===== config.mk =====
export PLATFORM = sky130hd
export DESIGN_NAME = bba_ram
export DESIGN_NICKNAME = d
export VERILOG_FILES = /design/src/rtl/bba_ram.sv
export SDC_FILE = /design/constraint.sdc
export NUM_CORES = 1
export LEC_CHECK = 0
export ABC_CLOCK_PERIOD_IN_PS = 2220
export BUFFER_PORTS_ARGS = -buffer_cell sky130_fd_sc_hd__buf_2
export CAP_MARGIN = 20
export CORE_MARGIN = 2
export CORE_UTILIZATION = 30
export DETAILED_ROUTE_END_ITERATION = 12
export PLACE_DENSITY = 0.5
export SLEW_MARGIN = 0
export SYNTH_ARGS = -nofsm -noshare
export SYNTH_HDL_FRONTEND = slang
export SYNTH_SLANG_ARGS = --single-unit

===== constraint.sdc =====
create_clock -name clk -period 2.22 [get_ports clk]
set_input_delay 0.222 -clock clk [delete_from_list [all_inputs] [get_ports clk]]
set_output_delay 0.222 -clock clk [all_outputs]
set_load 0.01 [all_outputs]

===== src/rtl/bba_ram.sv =====
// bba_ram: generic simple dual-port ram, one write and one registered read port
// depends on nothing
`timescale 1ns / 1ps
`default_nettype none

module bba_ram #(
    parameter int WIDTH = 8,
    parameter int DEPTH = 16
) (
    input  wire logic                     clk,
    input  wire logic                     we,
    input  wire logic [$clog2(DEPTH)-1:0] waddr,
    input  wire logic [WIDTH-1:0]         wdata,
    input  wire logic [$clog2(DEPTH)-1:0] raddr,
    output logic      [WIDTH-1:0]         rdata
);

    logic [WIDTH-1:0] mem [DEPTH];

    // write port
    always_ff @(posedge clk)
    begin
        if (we)
        begin
            mem[waddr] <= wdata;
        end
    end

    // registered read port
    always_ff @(posedge clk)
    begin
        rdata <= mem[raddr];
    end

endmodule

`default_nettype wire


---- Word-level counts from Yosys, hierarchy flattened ----
Memories as Yosys holds them, arrays and structs flattened. A register that Yosys moved wholly into a read port is not among the register bits.
Index checks and enable logic that the tools add are counted.
storage, ports and cells
  flip-flop bits (word level) ............. 0
  bits in writable memories ............... 128
  bits of input ports ..................... 18
  output and inout bits ................... 8
  word-level logic and storage cells ...... 3
  memories kept ........................... 1
memories
  name  depth  width  rd ports  clocked after memory_dff  write ports  line  text
  mem   16     8      1         1                         1            18    logic [WIDTH-1:0] mem [DEPTH];
operators by class
  mux-type cells .......................... 2
operator list
  cell               count
  two-way mux 1 bit  2

---- Depth between registers and ports, before layout ----
Gate-level depths: netlist of run 1.
  depth after elaboration ................. 2
  mapped depth ............................ 5
  mapped depth without buffers ............ 3

---- Worst setup path after synthesis of run 1 ----
Ideal clock, no wire load.
  path kind ............................... in2reg
  start ................................... in waddr[2]
  end ..................................... mem mem[0][0] (enable)
  library setup time ...................... 0.383 ns
  arrival ................................. 1.332 ns
  data required time ...................... 1.837 ns
  path slack .............................. 0.505 ns
  stages on the path ...................... 2
  path buffers ............................ 0
  cells stage by stage .................... or3b_2 -> nor3_1
RTL lines
  item         line  text
  from (decl)  12    input wire logic [$clog2(DEPTH)-1:0] waddr,
  to (decl)    18
Straight into the memory's write port.

==> results of run 1 <==
==> per-stage QoR <==
stage / power (mW) / instances / setup slack (ns)
floorplan: 3.090 / 229 / 0.5051
global placement: 3.219 / 485 / 0.3824
detailed placement: 3.224 / 485 / 0.4166
CTS: 6.094 / 517 / 0.8217
global route: 6.241 / 517 / 0.7654
finish: 6.031 / 517 / 0.8455
==> metal layers <==
layer / up-vias / track usage [%] / wire length, um
met4: 0 / 4.340 / 94
met1: 1210 / 16.72 / 4603
met2: 61 / 19.37 / 5009
met3: 11 / 3.866 / 663
met5: - / 0 / 0
li1: 1081 / - / -
==> cell families (layout without fill, tap and decap cells) <==
group                  count (synthesis)  count (layout)  synth area share, %
AOI/OAI and AO/OA                     16              16                2.334
DFF                                  136             136                77.78
buffers and inverters                 10              78                1.677
muxes                                 32              32                15.02
and+or+nand+nor                       35              35                3.184
==> layout make-up <==
cell class              instances  area [sq um]
clock buffers                  19         432.9
clock inverters                13         178.9
fillers                      1539         10460
multi-input cells              83          1057
flip-flops and latches        136          4004
well taps                     220         275.3
repair buffers                 46         295.3
==> worst paths after layout <==
path	startpoint	endpoint	slack, ns	cells after the start
worst max-delay path	mem[1][3]	rdata[3]	0.85	3
worst min-delay path	wdata[1]	mem[5][1]	0.19	1
worst max register to register	mem[1][3]	rdata[3]	0.85	3
worst min register to register	mem[7][2]	rdata[2]	0.67	3
==> state kept, by name (all words and copies together), names as in the netlist <==
name and count:
mem 128, rdata 8
==> cells in the final DEF, fill, tap and decap left out, drive strengths merged <==
| master | netlist | layout |
|---|---|---|
| nor2 | 13 | 13 |
| nand2 | 9 | 9 |
| nand2b | 2 | 2 |
| clkinvlp | 0 | 4 |
| nor2b | 1 | 1 |
| clkinv | 0 | 5 |
| mux4 | 32 | 32 |
| or3b | 1 | 1 |
| and2 | 1 | 1 |
| a22oi | 16 | 16 |
| nor3 | 4 | 4 |
| bufinv | 0 | 4 |
| edfxtp | 128 | 128 |
| nand3 | 1 | 1 |
| buf | 7 | 46 |
| and2b | 1 | 1 |
| dfxtp | 8 | 8 |
| clkbuf | 0 | 19 |
| nand3b | 2 | 2 |
==> critical path, delay by kind of cell (launching register included) <==
kind | cells | cell delay [ns]
muxes | 1 | 0.51
DFF | 1 | 0.36
AOI/OAI and AO/OA | 1 | 0.31
and+or+nand+nor | 1 | 0.08
==> power groups by stage <==
stage / clock (mW) / combinational, mW / sequential [mW]
after CTS: 2.92 / 0.280 / 2.89
after global routing: 3.05 / 0.300 / 2.89
after floorplan: 0 / 0.146 / 2.94
final: 2.87 / 0.271 / 2.89
after detailed placement: 0 / 0.280 / 2.94
after global placement: 0 / 0.276 / 2.94
==> flow_summary_export.csv, run 1 <==
group,metric,value,unit
synth,yosys.area.top_type,"edfxtp_1",
clock_network,clock_path_buffers,2,
synth,syn_area,0.005147,sq mm
clock_network,cts_resized,0,
worst_setup_path,crit_slowest_cell,"mux4_1",
sta,max_freq,727.5,MHz
clock_network,cts_setup_buffers,0,
worst_setup_path,path_class,"reg2reg",
global_routing,grt_pass1_vias,2485,
global_routing,grt_pass1_wl,15610,um
worst_setup_path,crit_chain,"mux4_1 -> a22oi_1 -> nand2_1",
sta,finalSetupTns,0,ns
synth,netlist_instances,229,
place,gp_congestion,0.6715,
clock_network,path_clk_slew,0.05,ns
global_routing,grt_overflow,0,
route,drt_iter0_markers,109,
power,clockPowerShare,47.6,%
floorplan,io_pins,26,
clock_network,numClockSinks,136,
worst_setup_path,cp-end-kind,"flip-flop",
route,drtPass1Iterations,4,
power,leakage,2.098,nW
power,vdd_drop_max,535.2,uV
floorplan,placeableCoreArea,0.01670,sq mm
synth,synth-seq-cells,136,
floorplan,die_w,135.0,um
sta,skew,0.006107,ns
synth,post-synth-top-count-cell,"edfxtp_1",
global_routing,antenna_found_initial,0,
route,drt_wl_total,10370,um
layout,area_delta_synth_final,21.29,%
sta,slew_viol_final,0,
place,placed_area,0.005632,sq mm
sta,slew_headroom,71.65,%
sta,fin_crit_sh,61.91,%
sta,setup_violations,0,
layout,fin_util,37.38,%
worst_setup_path,crit_path_max_incr_delay,0.51,ns
run,max_cap_violations,0,
layout,diodes,0,
power,netSwitchingFraction,19.49,%
clock_network,cts_root_buffer,"clkbuf_16",
synth,synth_ff_type,"edfxtp_1",
clock_network,cts_tree,"done",
sta,rsz0062_at_grt,"no",
synth,synth_top_area_share,74.67,%
floorplan,core.rowCount,47,
sta,hold_viol_final,0,
layout,fin_area,0.006243,sq mm
synth,yosys.cell_types.count,19,
worst_setup_path,required,2.51,ns
place,io_buffers,25,
worst_setup_path,startpoint_type,"flip-flop",
floorplan,initial_utilization,30.82,%
floorplan,die-area,0.01822,sq mm
route,ant_nets,0,
power,p_int,4.856,mW
synth,yosysSeqAreaShare,77.78,%
synth,syn_area_per_cell,22.48,sq um
route,wl_per_cell,20.06,um
worst_setup_path,cp.arrival,1.67,ns
route,via_count,2363,
synth,postSynth.asyncResetShare,0,%
sta,tightest_slew,0.4252,ns
power,pwr-share-seq,47.9,%
synth,synth_edf_count,128,
sta,fin_crit,1.375,ns
worst_setup_path,crit_fanout,1,
clock_network,postCtsHoldBufs,0,
power,p_switching,1.176,mW
layout,drive_gt1_share,31.99,%
power,powerDensity,966.0,mW/mm^2
synth,synth.net_count,247,
synth,yosysWarnings,0,
route,drc,0,
power,p_comb_share,4.5,%
clock_network,clock_latency,0.41,ns
global_routing,grt_max_degree,33,
min_path,hold_path.class,"in2reg",
run_status,status,"completed",
synth,synthTopCellsByCount,"edfxtp_1, mux4_2, a22oi_1, mux4_1, nor2_1",
clock_network,htree_levels,4,
synth,yosys-top-cells-area,"edfxtp_1, mux4_2, mux4_1, dfxtp_1, a22oi_1",
floorplan,fp.dieH,135.0,um
place,place_hpwl,6567,um
layout,nets,302,
sta,whs,0.1932,ns
global_routing,grt_util_all_layers,12.48,%
route,vias_per_cell,4.571,
clock_network,numCtsBuffers,17,
(Power assumes the default switching activity.)
==> run 2, diff against run 1 <==
- ABC_CLOCK_PERIOD_IN_PS: 2220 -> 1100
- PLACE_DENSITY: 0.5 -> 0.51
- clock period: 2.22 -> 1.1 ns (I/O delays scaled with it)
==> run 2 against run 1 <==
The flow now finishes with violations (setup timing). Routed wire length up 2.5%. Critical path depth rose by 1. Worst hold slack lost 0.12 ns. Cell area increased by 5.1%. Utilization is 1.9 points higher. Critical endpoint is now rdata[5]. Largest cell class unchanged.
==> flow_summary_export.csv, run 2 (synthesis results as in run 1) <==
group,metric,value,unit
floorplan,io_pins,26,
power,leakage,2.199,nW
global_routing,grt_util_all_layers,12.74,%
sta,slew_viol_final,0,
clock_network,cts_tree,"done",
layout,final_cell_mix,"edfxtp_1, buf_4, mux4_2, buf_2, clkbuf_16",
place,place_inst,512,
min_path,hold_path.class,"in2reg",
global_routing,grt_pass1_vias,2595,
worst_setup_path,crit_chain,"mux4_2 -> a22oi_2 -> buf_4 -> nand2_2",
run_status,status,"complete, but fails checks",
worst_setup_path,cp-end-kind,"flip-flop",
layout,regMostFlops,"mem",
clock_network,postCtsHoldBufs,0,
run_status,violations,"setup timing",
sta,hold_viol_final,0,
min_path,hold_depth,1,
sta,fin_crit_sh,117.9,%
min_path,min_to,"mem[7][1]",
worst_setup_path,crit_slowest_cell,"mux4_2",
worst_setup_path,startpoint_type,"flip-flop",
worst_setup_path,r2r_cells,4,
power,powerDensity,1888,mW/mm^2
floorplan,initial_utilization,30.82,%
worst_setup_path,r2r-end,"rdata[5]",
route,ant_nets,0,
sta,setup_ws,-0.1967,ns
global_routing,grt_overflow,0,
power,netSwitchingFraction,20.10,%
floorplan,placeableCoreArea,0.01670,sq mm
layout,fillers,1514,
route,drt_iter0_markers,267,
power,pwr-share-seq,47.0,%
route,vias_per_cell,4.587,
place,gp_congestion,0.7026,
layout,stdcell_count,542,
worst_setup_path,crit_fanout,1,
sta,rsz0062_at_grt,"yes",
layout,largest_reg_flops,128,
worst_setup_path,crit_path_max_incr_delay,0.48,ns
power,p_total,12.39,mW
place,place_hpwl,7038,um
clock_network,clock_path_buffers,2,
power,clockPowerShare,47.5,%
floorplan,fp.dieH,135.0,um
clock_network,htree_levels,4,
floorplan,die_w,135.0,um
route,drt_wl_total,10630,um
run,max_cap_violations,0,
layout,nets,327,
global_routing,grt_max_degree,17,
worst_setup_path,cp.arrival,1.60,ns
sta,setup_violations,8,
sta,max_freq,771.2,MHz
power,p_comb_share,5.5,%
sta,fin_crit,1.297,ns
layout,layout_commonest_cell,"edfxtp_1",
clock_network,numClockSinks,136,
layout,diodes,0,
clock_network,numCtsBuffers,17,
global_routing,antenna_found_initial,1,
floorplan,die-area,0.01822,sq mm
place,io_buffers,25,
sta,slew_headroom,42.84,%
power,p_int,9.901,mW
layout,area_delta_synth_final,27.49,%
route,wl_per_cell,19.61,um
worst_setup_path,reg2reg_slack,-0.20,ns
min_path,worstHoldStart,"wdata[1]",
route,drc,0,
floorplan,core.rowCount,47,
route,drtPass1Iterations,5,
worst_setup_path,required,1.41,ns
clock_network,cts_root_buffer,"clkbuf_16",
clock_network,cts_setup_buffers,0,
route,via_count,2486,
power,vdd_drop_max,1067,uV
clock_network,path_clk_slew,0.06,ns
place,pre_cts_ws,-0.4461,ns
layout,reg.largest.list,"mem: 128 flops, rdata: 8 flops",
clock_network,clock_latency,0.41,ns
worst_setup_path,r2r-start,"mem[3][5]",
sta,tightest_slew,0.8556,ns
worst_setup_path,path_class,"reg2reg",
sta,whs,0.07504,ns
sta,skew,0.003605,ns
power,p_switching,2.490,mW
layout,drive_gt1_share,47.20,%
global_routing,grt_pass1_wl,16080,um
run 2: changes by cell type in the layout (fill, tap and decap cells not counted), sizes merged:
cell,delta
clkinvlp,+2
clkinv,-1
clkbuf,-2
inv,+1
buf,+25
run 2: metrics by stage:
| step | util [%] | area, sq um | TNS (ns) |
|---|---|---|---|
| 2_1_floorplan | - | 5180 | -1.718 |
| 3_3_place_gp | 35.38 | 5908 | -25.12 |
| 3_5_place_dp | 35.38 | 5908 | -25.88 |
| 4_1_cts | 39.16 | 6540 | -1.416 |
| 5_1_grt | 39.29 | 6563 | -1.580 |
| 6_report | 39.29 | 6563 | -1.137 |
run 2: how the worst max path moves through the flow:
| stage | start | end | cells past startpoint |
|---|---|---|---|
| 6_report | mem[3][5] | rdata[5] | 4 |
| 5_1_grt | mem[2][5] | rdata[5] | 4 |
| 4_1_cts | mem[3][4] | rdata[4] | 3 |
| 3_5_place_dp | raddr[0] | rdata[4] | 6 |
| 3_3_place_gp | raddr[0] | rdata[2] | 6 |
| 2_1_floorplan | waddr[2] | mem[0][0] | 2 |
run 2: layout make-up:
type | instances | area [sq um] | share of cell area [%]
sequential | 136 | 4004 | 61.01
multi-input combinational | 83 | 1099 | 16.74
timing repair buffer | 71 | 558.0 | 8.503
clock buffer | 17 | 425.4 | 6.482
tap | 220 | 275.3 | 4.194
clock inverter | 15 | 201.4 | 3.070
run 2: timing repair:
item / 4_1_cts / 5_1_grt
gates resized for setup: 4 / 5
endpoints found under the setup margin: 8 / 8
pin swaps: 3 / 4
run 2: power by group through the flow:
| stage | clock network [mW] | registers [mW] | logic [mW] |
|---|---|---|---|
| global placement | 0 | 5.94 | 0.664 |
| floorplan | 0 | 5.94 | 0.331 |
| finish | 5.89 | 5.83 | 0.677 |
| global route | 6.25 | 5.84 | 0.733 |
| detailed placement | 0 | 5.94 | 0.674 |
| CTS | 6.01 | 5.83 | 0.678 |
run 2: critical path: cells and delay by family, from the launching register on:
family          cells  cell delay [ns]
buf+inv             1             0.16
flops               1             0.35
compound gates      1             0.16
simple gates        1             0.04
mux                 1             0.48
run 2: metal layers:
metal | vias to the layer above | part of all wire (%) | track usage (%)
met1 | 1286 | 45 | 17.77
li1 | 1120 | - | -
met3 | 11 | 6.5 | 3.829
met4 | 2 | 1.4 | 5.556
met5 | - | 0.12 | 0
met2 | 67 | 47 | 18.50
==> run 3, diff against run 2 <==
- CORE_ASPECT_RATIO: not set -> 1.1
==> run 3 against run 2 <==
The flow still finishes with violations (setup timing). First-iteration DRC count increased by 5.6%. Non-clock buffer count decreased by 10. Clock power increased by 6.8%. Sequential cell count unchanged. Sequential share of layout area increased by 0.53 points. Fmax increased by 3.1%. Cell area decreased by 0.86%. Critical path depth decreased by 1. Via count decreased by 1.6%. Count of clock-buffer cells in the layout increased by 2. Highest routed layer is now met4.
==> flow_summary_export.csv, run 3 (synthesis results as in run 1) <==
group,metric,value,unit
run_status,status,"complete, but fails checks",
run_status,violations,"setup timing",
sta,setup_ws,-0.1575,ns
place,pre_cts_ws,-0.4009,ns
sta,fin_crit_sh,114.3,%
floorplan,placeableCoreArea,0.01689,sq mm
route,wl_per_cell,20.13,um
power,vdd_drop_max,1184,uV
route,drc,0,
sta,slew_viol_final,0,
layout,reg.largest.list,"mem: 128 flops, rdata: 8 flops",
layout,fin_util,38.52,%
clock_network,clock_latency,0.41,ns
global_routing,grt_pass1_wl,16250,um
layout,nets,317,
place,placed_area,0.005803,sq mm
clock_network,cts_tree,"done",
global_routing,grt_pass1_vias,2613,
layout,diodes,0,
layout,fin_area,0.006506,sq mm
sta,slew_headroom,34.24,%
floorplan,initial_utilization,30.47,%
place,gp_congestion,0.7203,
sta,hold_viol_final,0,
floorplan,die-area,0.01822,sq mm
layout,regMostFlops,"mem",
worst_setup_path,crit_fanout,1,
floorplan,fp.dieH,141.4,um
clock_network,numCtsBuffers,17,
route,drt_iter0_markers,282,
clock_network,cts_setup_buffers,0,
worst_setup_path,path_class,"reg2reg",
global_routing,grt_max_degree,19,
global_routing,antenna_found_initial,0,
layout,drive_gt1_share,44.87,%
layout,largest_reg_flops,128,
global_routing,grt_overflow,0,
layout,area_delta_synth_final,26.40,%
clock_network,numClockSinks,136,
route,ant_nets,0,
clock_network,path_clk_slew,0.06,ns
route,drtPass1Iterations,4,
clock_network,htree_levels,4,
route,via_count,2446,
global_routing,grt_util_all_layers,12.69,%
min_path,hold_path.class,"in2reg",
place,io_buffers,25,
worst_setup_path,cp-end-kind,"flip-flop",
sta,whs,0.09171,ns
worst_setup_path,startpoint_type,"flip-flop",
sta,tightest_slew,0.9827,ns
clock_network,clock_path_buffers,2,
floorplan,core.rowCount,50,
layout,layout_commonest_cell,"edfxtp_1",
route,vias_per_cell,4.704,
power,powerDensity,1962,mW/mm^2
clock_network,cts_root_buffer,"clkbuf_16",
sta,rsz0062_at_grt,"yes",
worst_setup_path,required,1.39,ns
place,place_hpwl,7065,um
layout,fillers,1524,
sta,fin_crit,1.257,ns
power,p_total,12.76,mW
worst_setup_path,cp.arrival,1.55,ns
layout,final_cell_mix,"edfxtp_1, mux4_2, buf_4, buf_2, clkbuf_16",
sta,skew,0.005334,ns
sta,setup_violations,8,
run,max_cap_violations,0,
route,drt_wl_total,10470,um
power,leakage,2.184,nW
floorplan,io_pins,26,
floorplan,die_w,128.9,um
sta,max_freq,795.2,MHz
-- run 3: worst paths after layout --
path	start	to	slack [ns]	cells past startpoint
worst min register to register	mem[14][2]	rdata[2]	0.67	3
worst min-delay path	wdata[3]	mem[13][3]	0.09	1
worst max register to register	mem[7][2]	rdata[2]	-0.16	3
worst max-delay path	mem[7][2]	rdata[2]	-0.16	3
-- run 3: what timing repair did --
item | 4_1_cts | 5_1_grt
setup endpoints to repair | 8 | 8
hold endpoints to repair | 0 | 0
pin swaps | 5 | 6
gates resized for setup | 7 | 2
hold buffers | 0 | 0
-- run 3: area by class of cell --
cell class | count | area (sq um) | area share [%]
multi-input combinational | 83 | 1101 | 16.92
sequential | 136 | 4004 | 61.54
clock inverter | 13 | 225.2 | 3.462
timing repair buffer | 61 | 483.0 | 7.423
clock buffer | 19 | 432.9 | 6.654
tap | 208 | 260.3 | 4.000
-- run 3: worst max-delay path, stage by stage (launching register included) --
cell and delay (ns):
edfxtp_1 0.36, mux4_2 0.50, a22oi_2 0.22, nand2_1 0.07
-- run 3: metrics by stage --
stage	cells	TNS [ns]
after CTS	520	-1.261
after floorplan	229	-1.718
after global routing	520	-1.546
after detailed placement	488	-24.48
final	520	-1.135
after global placement	488	-23.32
-- run 3: per-layer routing --
metal | vias to the layer above | share of wire (%) | GRT usage [%]
li1 | 1097 | - | -
met1 | 1298 | 45 | 16.15
met2 | 41 | 51 | 20.63
met3 | 10 | 2.7 | 3.544
met4 | 0 | 1.3 | 4.977
met5 | - | 0 | 0
-- run 3: power breakdown --
part | internal [mW] | switching [mW]
Combinational | 0.294 | 0.352
Clock | 4.24 | 2.04
Sequential | 5.79 | 0.0334
Total | 10.3 | 2.43
